### config.mk
export PLATFORM = sky130hd
export DESIGN_NAME = sorted_complex_magnitude_list_unit
export DESIGN_NICKNAME = d
export VERILOG_FILES = /design/src/design/scml_pkg.sv /design/src/design/scml_front.sv /design/src/design/scml_back.sv /design/src/design/sorted_complex_magnitude_list_unit.sv
export SDC_FILE = /design/constraint.sdc
export NUM_CORES = 2
export LEC_CHECK = 0
export BUFFER_PORTS_ARGS = -buffer_cell sky130_fd_sc_hd__clkbuf_2
export CAP_MARGIN = 10
export CORE_AREA = 2 2 662 664
export DETAILED_ROUTE_END_ITERATION = 7
export DIE_AREA = 0 0 664 666
export GPL_ROUTABILITY_DRIVEN = 0
export HOLD_SLACK_MARGIN = 0.05
export MAX_ROUTING_LAYER = met4
export SYNTH_ARGS = -nofsm -noshare
export SYNTH_HDL_FRONTEND = slang
export SYNTH_SLANG_ARGS = --single-unit
export TNS_END_PERCENT = 20
### constraint.sdc
create_clock -name clk_i -period 9.6 [get_ports clk_i]
set_input_delay 2.4 -clock clk_i [delete_from_list [all_inputs] [get_ports clk_i]]
set_output_delay 2.4 -clock clk_i [all_outputs]
set_load 0.01 [all_outputs]
### src/design/scml_pkg.sv
// Shared types and constants for the sorted complex magnitude list.
package scml_pkg;

  localparam int unsigned CapacityDefault  = 32;
  localparam int unsigned PartWidthDefault = 16;
  localparam int unsigned COUNT_W          = 6;
  localparam int unsigned STATUS_W         = 2;
  localparam int unsigned OP_W             = 2;

  typedef enum logic [OP_W-1:0] {
    OP_INSERT = 2'd0,
    OP_REMOVE = 2'd1,
    OP_DUMP   = 2'd2,
    OP_NONE   = 2'd3
  } op_e;

  localparam logic [STATUS_W-1:0] STATUS_OK    = 2'd0;
  localparam logic [STATUS_W-1:0] STATUS_FULL  = 2'd1;
  localparam logic [STATUS_W-1:0] STATUS_EMPTY = 2'd2;

endpackage

### src/design/scml_front.sv
// Front end: accepts input beats, decodes the operation and queues them.
module scml_front import scml_pkg::*; #(
  parameter int unsigned PART_WIDTH = PartWidthDefault
) (
  input  logic                  clk_i,
  input  logic                  rst_ni,
  input  logic                  in_valid_i,
  output logic                  in_ready_o,
  input  logic [OP_W-1:0]       operation_i,
  input  logic [PART_WIDTH-1:0] real_part_i,
  input  logic [PART_WIDTH-1:0] imag_part_i,
  output logic                  q_valid_o,
  input  logic                  q_ready_i,
  output op_e                   q_op_o,
  output logic [PART_WIDTH-1:0] q_re_o,
  output logic [PART_WIDTH-1:0] q_im_o
);

  op_e                   op_mem [2];
  logic [PART_WIDTH-1:0] re_mem [2];
  logic [PART_WIDTH-1:0] im_mem [2];
  logic                  wptr_q, wptr_d, rptr_q, rptr_d;
  logic [1:0]            fill_q, fill_d;
  logic                  push, pop;
  op_e                   op_dec;

  always_comb begin
    unique case (operation_i)
      2'd0:    op_dec = OP_INSERT;
      2'd1:    op_dec = OP_REMOVE;
      2'd2:    op_dec = OP_DUMP;
      default: op_dec = OP_NONE;
    endcase
  end

  assign in_ready_o = (fill_q != 2'd2);
  assign q_valid_o  = (fill_q != 2'd0);
  assign push       = in_valid_i && in_ready_o;
  assign pop        = q_valid_o && q_ready_i;
  assign wptr_d     = push ? ~wptr_q : wptr_q;
  assign rptr_d     = pop ? ~rptr_q : rptr_q;
  assign fill_d     = fill_q + {1'b0, push} - {1'b0, pop};
  assign q_op_o     = op_mem[rptr_q];
  assign q_re_o     = re_mem[rptr_q];
  assign q_im_o     = im_mem[rptr_q];

  always_ff @(posedge clk_i) begin
    if (push) begin
      op_mem[wptr_q] <= op_dec;
      re_mem[wptr_q] <= real_part_i;
      im_mem[wptr_q] <= imag_part_i;
    end
  end

  always_ff @(posedge clk_i or negedge rst_ni) begin
    if (!rst_ni) begin
      wptr_q <= 1'b0;
      rptr_q <= 1'b0;
      fill_q <= 2'd0;
    end else begin
      wptr_q <= wptr_d;
      rptr_q <= rptr_d;
      fill_q <= fill_d;
    end
  end

endmodule

### src/design/scml_back.sv
// Back end: table memory and the sequencer that inserts, removes and dumps.
module scml_back import scml_pkg::*; #(
  parameter int unsigned CAPACITY   = CapacityDefault,
  parameter int unsigned PART_WIDTH = PartWidthDefault
) (
  input  logic                  clk_i,
  input  logic                  rst_ni,
  input  logic                  q_valid_i,
  output logic                  q_ready_o,
  input  op_e                   q_op_i,
  input  logic [PART_WIDTH-1:0] q_re_i,
  input  logic [PART_WIDTH-1:0] q_im_i,
  output logic                  out_valid_o,
  input  logic                  out_ready_i,
  output logic [PART_WIDTH-1:0] out_real_o,
  output logic [PART_WIDTH-1:0] out_imag_o,
  output logic [STATUS_W-1:0]   status_o,
  output logic [COUNT_W-1:0]    removed_count_o,
  output logic [COUNT_W-1:0]    entry_count_o,
  output logic                  last_o
);

  localparam int unsigned PW = PART_WIDTH;
  localparam int unsigned MW = 2 * PW + 1;
  localparam int unsigned IW = $clog2(CAPACITY);
  localparam int unsigned CW = $clog2(CAPACITY + 1);

  localparam logic [2:0] ST_IDLE  = 3'd0;
  localparam logic [2:0] ST_MAG1  = 3'd1;
  localparam logic [2:0] ST_MAG2  = 3'd2;
  localparam logic [2:0] ST_RD    = 3'd3;
  localparam logic [2:0] ST_EV    = 3'd4;
  localparam logic [2:0] ST_PLACE = 3'd5;
  localparam logic [2:0] ST_EMIT  = 3'd6;

  logic [PW-1:0] mem_re  [CAPACITY];
  logic [PW-1:0] mem_im  [CAPACITY];
  logic [MW-1:0] mem_mag [CAPACITY];
  logic [PW-1:0] rd_re_q, rd_im_q;
  logic [MW-1:0] rd_mag_q;

  logic          we;
  logic [IW-1:0] waddr;
  logic [PW-1:0] wre, wim;
  logic [MW-1:0] wmag;

  logic [2:0]          st_q, st_d;
  op_e                 op_q, op_d;
  logic [PW-1:0]       re_q, re_d, im_q, im_d;
  logic [2*PW-1:0]     sqr_q, sqr_d, sqi_q, sqi_d;
  logic [MW-1:0]       mag_q, mag_d;
  logic [IW-1:0]       idx_q, idx_d;
  logic [CW-1:0]       kept_q, kept_d, rem_q, rem_d, cnt_q, cnt_d;
  logic [STATUS_W-1:0] stat_q, stat_d;

  logic                ov_q, ov_d, olast_q, olast_d;
  logic [PW-1:0]       ore_q, ore_d, oim_q, oim_d;
  logic [STATUS_W-1:0] ost_q, ost_d;
  logic [COUNT_W-1:0]  orem_q, orem_d, ocnt_q, ocnt_d;

  logic          free;
  logic [PW-1:0] abs_re, abs_im;
  logic [CW-1:0] cnt_m1;

  assign free      = !ov_q || out_ready_i;
  assign abs_re    = re_q[PW-1] ? (~re_q + 1'b1) : re_q;
  assign abs_im    = im_q[PW-1] ? (~im_q + 1'b1) : im_q;
  assign cnt_m1    = cnt_q - 1'b1;
  assign q_ready_o = (st_q == ST_IDLE);

  always_comb begin
    logic [CW-1:0] kept_n, rem_n;
    kept_n = kept_q;
    rem_n  = rem_q;
    st_d   = st_q;
    op_d   = op_q;
    re_d   = re_q;
    im_d   = im_q;
    sqr_d  = sqr_q;
    sqi_d  = sqi_q;
    mag_d  = mag_q;
    idx_d  = idx_q;
    kept_d = kept_q;
    rem_d  = rem_q;
    cnt_d  = cnt_q;
    stat_d = stat_q;
    we     = 1'b0;
    waddr  = idx_q;
    wre    = re_q;
    wim    = im_q;
    wmag   = mag_q;
    ov_d    = ov_q && !out_ready_i;
    olast_d = olast_q;
    ore_d   = ore_q;
    oim_d   = oim_q;
    ost_d   = ost_q;
    orem_d  = orem_q;
    ocnt_d  = ocnt_q;

    unique case (st_q)
      ST_IDLE: begin
        if (q_valid_i) begin
          op_d   = q_op_i;
          re_d   = q_re_i;
          im_d   = q_im_i;
          stat_d = STATUS_OK;
          rem_d  = '0;
          kept_d = '0;
          st_d   = ST_EMIT;
          unique case (q_op_i)
            OP_INSERT: begin
              if (cnt_q == CW'(CAPACITY)) stat_d = STATUS_FULL;
              else st_d = ST_MAG1;
            end
            OP_REMOVE: begin
              idx_d = '0;
              if (cnt_q != '0) st_d = ST_RD;
            end
            OP_DUMP: begin
              idx_d = cnt_m1[IW-1:0];
              if (cnt_q == '0) stat_d = STATUS_EMPTY;
              else st_d = ST_RD;
            end
            default: st_d = ST_EMIT;
          endcase
        end
      end
      ST_MAG1: begin
        sqr_d = abs_re * abs_re;
        sqi_d = abs_im * abs_im;
        st_d  = ST_MAG2;
      end
      ST_MAG2: begin
        mag_d = MW'(sqr_q) + MW'(sqi_q);
        if (cnt_q == '0) begin
          we    = 1'b1;
          waddr = '0;
          wmag  = mag_d;
          cnt_d = cnt_q + 1'b1;
          st_d  = ST_EMIT;
        end else begin
          idx_d = cnt_m1[IW-1:0];
          st_d  = ST_RD;
        end
      end
      ST_RD: st_d = ST_EV;
      ST_EV: begin
        case (op_q)
          OP_INSERT: begin
            we    = 1'b1;
            waddr = idx_q + 1'b1;
            if (rd_mag_q > mag_q) begin
              wre  = rd_re_q;
              wim  = rd_im_q;
              wmag = rd_mag_q;
              if (idx_q == '0) begin
                st_d = ST_PLACE;
              end else begin
                idx_d = idx_q - 1'b1;
                st_d  = ST_RD;
              end
            end else begin
              cnt_d = cnt_q + 1'b1;
              st_d  = ST_EMIT;
            end
          end
          OP_REMOVE: begin
            if (rd_re_q == re_q && rd_im_q == im_q) begin
              rem_n = rem_q + 1'b1;
            end else begin
              we     = 1'b1;
              waddr  = kept_q[IW-1:0];
              wre    = rd_re_q;
              wim    = rd_im_q;
              wmag   = rd_mag_q;
              kept_n = kept_q + 1'b1;
            end
            kept_d = kept_n;
            rem_d  = rem_n;
            if (CW'(idx_q) == cnt_m1) begin
              cnt_d = kept_n;
              st_d  = ST_EMIT;
            end else begin
              idx_d = idx_q + 1'b1;
              st_d  = ST_RD;
            end
          end
          default: begin
            if (free) begin
              ov_d    = 1'b1;
              ore_d   = rd_re_q;
              oim_d   = rd_im_q;
              ost_d   = STATUS_OK;
              orem_d  = '0;
              ocnt_d  = COUNT_W'(cnt_q);
              olast_d = (idx_q == '0);
              if (idx_q == '0) begin
                st_d = ST_IDLE;
              end else begin
                idx_d = idx_q - 1'b1;
                st_d  = ST_RD;
              end
            end
          end
        endcase
      end
      ST_PLACE: begin
        we    = 1'b1;
        waddr = '0;
        cnt_d = cnt_q + 1'b1;
        st_d  = ST_EMIT;
      end
      ST_EMIT: begin
        if (free) begin
          ov_d    = 1'b1;
          ore_d   = '0;
          oim_d   = '0;
          ost_d   = stat_q;
          orem_d  = COUNT_W'(rem_q);
          ocnt_d  = COUNT_W'(cnt_q);
          olast_d = 1'b1;
          st_d    = ST_IDLE;
        end
      end
      default: st_d = ST_IDLE;
    endcase
  end

  always_ff @(posedge clk_i) begin
    if (we) begin
      mem_re[waddr]  <= wre;
      mem_im[waddr]  <= wim;
      mem_mag[waddr] <= wmag;
    end
    rd_re_q  <= mem_re[idx_q];
    rd_im_q  <= mem_im[idx_q];
    rd_mag_q <= mem_mag[idx_q];
  end

  always_ff @(posedge clk_i) begin
    op_q    <= op_d;
    re_q    <= re_d;
    im_q    <= im_d;
    sqr_q   <= sqr_d;
    sqi_q   <= sqi_d;
    mag_q   <= mag_d;
    idx_q   <= idx_d;
    kept_q  <= kept_d;
    rem_q   <= rem_d;
    stat_q  <= stat_d;
    ore_q   <= ore_d;
    oim_q   <= oim_d;
    ost_q   <= ost_d;
    orem_q  <= orem_d;
    ocnt_q  <= ocnt_d;
    olast_q <= olast_d;
  end

  always_ff @(posedge clk_i or negedge rst_ni) begin
    if (!rst_ni) begin
      st_q  <= ST_IDLE;
      cnt_q <= '0;
      ov_q  <= 1'b0;
    end else begin
      st_q  <= st_d;
      cnt_q <= cnt_d;
      ov_q  <= ov_d;
    end
  end

  assign out_valid_o     = ov_q;
  assign out_real_o      = ore_q;
  assign out_imag_o      = oim_q;
  assign status_o        = ost_q;
  assign removed_count_o = orem_q;
  assign entry_count_o   = ocnt_q;
  assign last_o          = olast_q;

endmodule

### src/design/sorted_complex_magnitude_list_unit.sv
// Top level of the sorted complex magnitude list.
//
// Keeps up to CAPACITY complex values sorted by ascending squared magnitude.
// Input channel (in_valid_i/in_ready_o): one beat carries an operation
// (insert, remove all equal, dump) and a real/imag pair.
// Output channel (out_valid_o/out_ready_i): insert, remove, unused codes and
// a dump of an empty table give one beat; any other dump gives one beat per
// entry, largest first, last_o on the final beat of each item.
// A two-entry queue sits between the front end and the sequencer, so input
// beats are taken while the sequencer is busy or the output is stalled.
// The sequencer walks its single-port table entry by entry: an insert reads
// down from the top and shifts each larger entry up one place, a remove
// compacts the table in one pass from the bottom, and a dump reads from the
// top entry down. Full, empty and unused items skip the walk. Reset empties
// the table.
// A stalled receiver holds the output register; the sequencer waits and the
// queue fills, then in_ready_o drops.
module sorted_complex_magnitude_list_unit import scml_pkg::*; #(
  parameter int unsigned CAPACITY   = CapacityDefault,
  parameter int unsigned PART_WIDTH = PartWidthDefault
) (
  input  logic                  clk_i,
  input  logic                  rst_ni,
  input  logic                  in_valid_i,
  output logic                  in_ready_o,
  input  logic [OP_W-1:0]       operation_i,
  input  logic [PART_WIDTH-1:0] real_part_i,
  input  logic [PART_WIDTH-1:0] imag_part_i,
  output logic                  out_valid_o,
  input  logic                  out_ready_i,
  output logic [PART_WIDTH-1:0] out_real_o,
  output logic [PART_WIDTH-1:0] out_imag_o,
  output logic [STATUS_W-1:0]   status_o,
  output logic [COUNT_W-1:0]    removed_count_o,
  output logic [COUNT_W-1:0]    entry_count_o,
  output logic                  last_o
);

  logic                  q_valid, q_ready;
  op_e                   q_op;
  logic [PART_WIDTH-1:0] q_re, q_im;

  scml_front #(.PART_WIDTH(PART_WIDTH)) u_front (
    .clk_i, .rst_ni,
    .in_valid_i, .in_ready_o, .operation_i, .real_part_i, .imag_part_i,
    .q_valid_o(q_valid), .q_ready_i(q_ready), .q_op_o(q_op),
    .q_re_o(q_re), .q_im_o(q_im)
  );

  scml_back #(.CAPACITY(CAPACITY), .PART_WIDTH(PART_WIDTH)) u_back (
    .clk_i, .rst_ni,
    .q_valid_i(q_valid), .q_ready_o(q_ready), .q_op_i(q_op),
    .q_re_i(q_re), .q_im_i(q_im),
    .out_valid_o, .out_ready_i, .out_real_o, .out_imag_o, .status_o,
    .removed_count_o, .entry_count_o, .last_o
  );

endmodule

After elaboration in Yosys (flattened, before gate mapping)
Memory sizes are Yosys's and may differ from the RTL's. A register that Yosys moved wholly into a read port is not among the register bits.
Index checks and enable logic that the tools add are counted.
{"block": "totals", "regBits": 179, "latch_bits": 0, "mem_bits_rw": 2148, "mem_bits_ro": 0, "in_bits": 38, "out_inout_bits": 49, "wordCells": 193, "n_memories": 6}
{"block": "classes", "add_sub_neg": 11, "multipliers": 2, "n_div": 0, "n_lt_le_gt_ge": 1, "eq_ne": 31, "n_shift": 0, "n_mux": 90, "bitwise": 4, "n_reduce_logical": 28}
{"memory": "u_back.mem_mag", "depth": 32, "width": 33, "rd": 1, "rd_ports_with_merged_regs": 1, "wr": 1, "line": "scml_back.sv:38", "text": "logic [MW-1:0] mem_mag [CAPACITY];"}
{"memory": "u_back.mem_im", "depth": 32, "width": 16, "rd": 1, "rd_ports_with_merged_regs": 1, "wr": 1, "line": "scml_back.sv:37", "text": "logic [PW-1:0] mem_im [CAPACITY];"}
{"memory": "u_back.mem_re", "depth": 32, "width": 16, "rd": 1, "rd_ports_with_merged_regs": 1, "wr": 1, "line": "scml_back.sv:36", "text": "logic [PW-1:0] mem_re [CAPACITY];"}
{"memory": "u_front.im_mem", "depth": 2, "width": 16, "rd": 1, "rd_ports_with_merged_regs": 1, "wr": 1, "line": "scml_front.sv:21", "text": "logic [PART_WIDTH-1:0] im_mem [2];"}
{"memory": "u_front.re_mem", "depth": 2, "width": 16, "rd": 1, "rd_ports_with_merged_regs": 1, "wr": 1, "line": "scml_front.sv:20", "text": "logic [PART_WIDTH-1:0] re_mem [2];"}
{"memory": "u_front.op_mem", "depth": 2, "width": 2, "rd": 1, "rd_ports_with_merged_regs": 0, "wr": 1, "line": "scml_front.sv:19", "text": "op_e op_mem [2];"}
{"op": "$mux 16", "count": 13}
{"op": "$pmux 33 s2", "count": 2}
{"op": "$pmux 16 s2", "count": 4}
{"op": "$mux 33", "count": 3}
{"op": "$mux 6", "count": 13}
{"op": "$mul 16x16->32", "count": 2}
{"op": "$pmux 6 s2", "count": 5}
{"op": "$mux 5", "count": 8}
{"op": "$add 32x32->33", "count": 1}
{"op": "$gt 33x33->1", "count": 1}
{"op": "$add 16x1->16 const B", "count": 2}
{"op": "$eq 16x16->1", "count": 2}
{"op": "$not 16->16", "count": 2}
{"op": "$pmux 5 s2", "count": 3}
{"op": "$pmux 5 s3", "count": 2}
{"op": "$mux 3", "count": 9}
{"op": "$pmux 3 s7", "count": 1}
{"op": "$add 6x1->6 const B", "count": 3}
{"op": "$pmux 6 s3", "count": 1}
{"op": "$mux 1", "count": 12}
{"op": "$ne 2x1->1 const B", "count": 6}
{"op": "$mux 2", "count": 5}
{"op": "$eq 3x3->1 const B", "count": 3}
{"op": "$pmux 3 s3", "count": 1}
{"op": "38 further kinds", "count": 63}

Depth between registers and ports, before layout
{"block": "depth", "ltp_word": 7, "depth_mapped": 33}

Hierarchy
From an unflattened synthesis, not the netlist that was laid out.
{"block": "hier_totals", "hier_cells": 5842, "area_unflattened_um2": 108471.5}
{"mod": "scml_back", "instances": 1, "cells_per_inst": 5712, "area_per_inst_um2": 105781.5, "seq_area_each_um2": 69867.0}
{"mod": "scml_front", "instances": 1, "cells_per_inst": 130, "area_per_inst_um2": 2690.1, "seq_area_each_um2": 2142.1}

Worst setup path after synthesis
No wires, ideal clock.
{"block": "synth_timing", "kind": "register to register", "start": "reg u_back.re_q[0], read port of u_front.re_mem", "end": "reg u_back.sqr_q[30] (data pin)", "arrival_time_ps": 7984, "required_ps": 9342, "slack_ps": 1358, "stages_incl_launch_ff": 32, "period_less_slack_ps": 8242, "cell_sequence": "edfxtp_1 clkinv_1 clkbuf_1 ha_1 nand3b_1 or2_2 o41ai_1 xor2_1 clkinv_1 nand2_1 inv_1 fa_1 inv_1 fa_1 inv_1 fa_1 fa_1 fa_1 inv_1 fa_1 inv_1 ha_1 a21oi_1 a31oi_1 a211oi_2 o2111ai_1 a31o_1 a21o_1 a211oi_1 o21bai_1 a21oi_1 xnor2_1"}
{"block": "synth_via", "elab_chain_len": 4}
{"item": "from (decl)", "line": "scml_back.sv:49", "text": "logic [PW-1:0] re_q, re_d, im_q, im_d;"}
{"item": "$not 16->16", "line": "scml_back.sv:66", "text": "assign abs_re = re_q[PW-1] ? (~re_q + 1'b1) : re_q;"}
{"item": "$add 16x1->16", "line": "scml_back.sv:66"}
{"item": "$mux 16 *", "line": "scml_back.sv:66"}
{"item": "$mul 16x16->32 *", "line": "scml_back.sv:129", "text": "sqr_d = abs_re * abs_re;"}
{"item": "to (signal assigned)", "line": "scml_back.sv:244", "text": "sqr_q <= sqr_d;"}
{"item": "to (decl)", "line": "scml_back.sv:50", "text": "logic [2*PW-1:0] sqr_q, sqr_d, sqi_q, sqi_d;"}
Mark *: on every way between the ends. The rest lies on a longest branch, timed or not.
A chain may end at the register's enable or synchronous reset.

Worst setup path after layout
{"block": "layout_timing", "start": "reg u_back.im_q[5], read port of u_front.im_mem", "end": "reg u_back.sqi_q[30] (data pin)"}
{"block": "layout_via", "elab_chain_len": 4}
{"item": "from (decl)", "line": "scml_back.sv:49"}
{"item": "$not 16->16", "line": "scml_back.sv:67", "text": "assign abs_im = im_q[PW-1] ? (~im_q + 1'b1) : im_q;"}
{"item": "$add 16x1->16", "line": "scml_back.sv:67"}
{"item": "$mux 16 *", "line": "scml_back.sv:67"}
{"item": "$mul 16x16->32 *", "line": "scml_back.sv:130", "text": "sqi_d = abs_im * abs_im;"}
{"item": "to (signal assigned)", "line": "scml_back.sv:245", "text": "sqi_q <= sqi_d;"}
{"item": "to (decl)", "line": "scml_back.sv:50"}
Marks and branches as above.

==> results by group <==
Worst hold path
  – Hold-critical path depth: 1
  – HP Class: flop to flop
  – Worst Hold Launch: u_front.re_mem[1][3]
  – Hold Crit Endpoint: u_back.re_q[3]

Yosys
  – Syn. warnings: 0
  – Number of flops mapped to enable cells by yosys: 2343
  – Mean post-synth cell area: between 15 and 20 um^2
  – Ys async rst share: 0.00578
  – Most used DFF post-synth: edfxtp_1
  – Netlist cell types: 83
  – Area leader, netlist: edfxtp_1
  – Post-Synthesis Cell Area: 108000 um^2
  – Sequential share of the synthesized area: 0.665
  – Flops & latches, synth: 2422
  – Share of the synthesized area in the top cell type: 0.650
  – Synth Instances: 5875
  – Top post-synthesis cells by count: edfxtp_1 (2343), mux4_2 (650), inv_1 (508)
  – Most used standard cell by instance count after synthesis: edfxtp_1
  – Top post-synthesis cells by area: edfxtp_1 (65%), mux4_2 (14%), fa_1 (6.1%)

Die
  – Die area: 442000 um^2
  – Die H: 666 um
  – Core area: 436000 um^2
  – Number of I/O pins: between 80 and 90
  – Initial Utilization: 0.248
  – Die width: between 600 and 700 um
  – Site Rows: 243

Route
  – Number of DRC violations after detailed-routing iteration 0: ~6400
  – Remaining antenna violation count: 0
  – DRT Pass-1 Iters: 6
  – # DRC: 0
  – Drt wl/cell: 24.9 um
  – Routed WL: between 300 and 400 mm
  – Vias per inst: 4.65
  – Vias: 56300

Critical path
  – CP top delay family: adder cells
  – R2R Setup Slk: ~0.84 ns
  – Crit Path Class: flop to flop
  – Slowest stage cell, crit path: o41ai_1
  – Reg2reg end: u_back.sqi_q[30]
  – Worst-path fanout max: 10
  – CP bufs+invs: 7
  – Crit path launch type: flop
  – Beginning of the worst register-to-register path: u_back.im_q[5]
  – CP arrival: 9.37 ns
  – Cell mode on critical path: inv_1
  – R2R depth: 28
  – CP Capture Type: flop
  – CP required: around 10 ns
  – Slowest stage delay, CP: roughly 0.62 ns

Timing
  – Clk_skew: between 0.1 and 0.15 ns
  – Worst-Margin Slew: 1.30 ns
  – Max Slew Vio Count: 0
  – RSZ-0062 raised after global routing: no
  – Final Hold Fails: 0
  – Max frequency: between 0.1 and 0.15 GHz
  – Final setup fails: 0
  – Worst slew margin: 0.125
  – Post-route minimum period: between 8 and 9 ns
  – Final worst-path cycle share: 0.913
  – Setup_tns: 0 ns

Global route
  – Global route overflow: 0
  – Initial antenna violation count: 9
  – Vias in the first global route: ~57000
  – GRT Total Usage: 0.136
  – First-pass GRT wire length: ~430 mm
  – Largest net degree at the start of global routing: between 100 and 150

Layout
  – Syn-to-layout area delta: 15.1%
  – Fin cells: about 12000
  – Share of cells above drive strength 1: 0.226
  – Fill count: 42800
  – Final net count: 6773

Clock network
  – Post-CTS Resized: 0
  – Total CTS buffers: 243
  – CTS Buffer Depth: 4
  – Hold Buf Count CTS: 0
  – Root buf cell: clkbuf_16
  – Clk_lat worst skew: about 0.94 ns
  – CTS tree: done
  – Post-CTS Setup Inserts: 0
  – Clock slew at the register clock pins of the worst setup and hold paths: about 0.07 ns
  – H-tree levels: 4
  – Clock sink count: ~2400

Run
  – Max_cap viols: 0

Run status
  – Outcome: finished clean

Placement
  – Port bufs: 86
  – Dpl hpwl: 176 mm
  – Placed cell count: 11600
==> worst register-to-register path, delay by kind of cell (launching register included) <==
family                     cells  cell delay, ns
DFF                            1            0.51
and+or+nand+nor                6            1.65
buffers and inverters          7            0.72
adders and majority gates      7            3.43
xor gates and xnor gates       2            0.39
AOI/OAI and AO/OA              6            1.77
==> cell type report <==
class	instances	area (um^2)	share of cell area
antenna	3	7.51	0.0000602
clock buffer	317	6530	0.0524
clock inverter	128	1390	0.0111
inverter	522	1970	0.0158
multi-input combinational	2716	33800	0.271
sequential	2422	72000	0.578
tap	5757	7200	0.0578
timing repair buffer	229	1720	0.0138
==> per-layer routing <==
metal	vias to the layer above	wire (um)	global-route usage	part of all wire
met5	-	0	-	0
met4	0	10200	0.0431	0.034
met3	474	21500	0.0173	0.071
met2	2432	148000	0.224	0.49
met1	30200	122000	0.176	0.41
li1	23200	-	-	-
==> state kept, by name (all words and copies together), names as in the netlist, 3 cells and up <==
signal                  cells
u_back.mem_mag           1056
u_back.sqi_q               31
u_back.mag_q               33
u_back.mem_im             512
u_back.st_q                 3
u_back.sqr_q               31
u_back.rd_im_q             16
u_back.out_imag_o          16
u_back.idx_q                5
u_back.rd_mag_q            33
u_front.im_mem             32
u_front.op_mem              4
u_back.out_real_o          16
u_back.re_q                16
u_back.rd_re_q             16
u_back.removed_count_o      6
u_front.re_mem             32
u_back.kept_q               6
u_back.mem_re             512
u_back.cnt_q                6
u_back.rem_q                6
u_back.entry_count_o        6
u_back.im_q                16
==> cells in the final DEF, fill, tap and decap left out, types with 86 or more instances in the layout <==
| cell | n |
|---|---|
| edfxtp_1 | 2343 |
| mux4_2 | 650 |
| inv_1 | 507 |
| fa_1 | 328 |
| nand2_1 | 313 |
| ha_1 | 273 |
| clkbuf_16 | 244 |
| nor2_1 | 188 |
| xnor2_1 | 122 |
| buf_4 | 121 |
| mux2_2 | 99 |
| a21oi_1 | 91 |
| clkbuf_2 | 86 |
==> cell families after synthesis <==
logic type	after synthesis	share of synthesized area
flip-flops	2422	0.665
buffers and inverters	759	0.0266
XOR/XNOR	177	0.0144
AO/OA/AOI/OAI	379	0.0235
multiplexers	756	0.146
AND/OR/NAND/NOR	779	0.0324
other	2	0.0000693
adder cells (fa/ha/maj)	601	0.0922
==> worst max-delay path by stage <==
| stage | slack, ns | cells after the start | from | endpoint |
|---|---|---|---|---|
| floorplan | 1.36 | 31 | u_back.re_q[0] | u_back.sqr_q[30] |
| global placement | 0.88 | 28 | u_back.im_q[5] | u_back.sqi_q[30] |
| detailed placement | 0.92 | 28 | u_back.im_q[5] | u_back.sqi_q[30] |
| CTS | 0.81 | 28 | u_back.im_q[5] | u_back.sqi_q[30] |
| global route | 0.30 | 28 | u_back.im_q[5] | u_back.sqi_q[30] |
| finish | 0.84 | 28 | u_back.im_q[5] | u_back.sqi_q[30] |
==> metrics by stage <==
step / util / setup slack [ns] / hold slack, ns / instance area [um^2]
2_1_floorplan: - / 1.36 / 0.423 / 108000
3_3_place_gp: 0.267 / 0.880 / 0.508 / 117000
3_5_place_dp: 0.267 / 0.916 / 0.539 / 117000
4_1_cts: 0.286 / 0.811 / 0.553 / 125000
5_1_grt: 0.286 / 0.300 / 0.564 / 125000
6_report: 0.286 / 0.835 / 0.553 / 125000
Power is not shown: default switching activity piles up to over one toggle a cycle in this logic, so the estimate is an artifact.
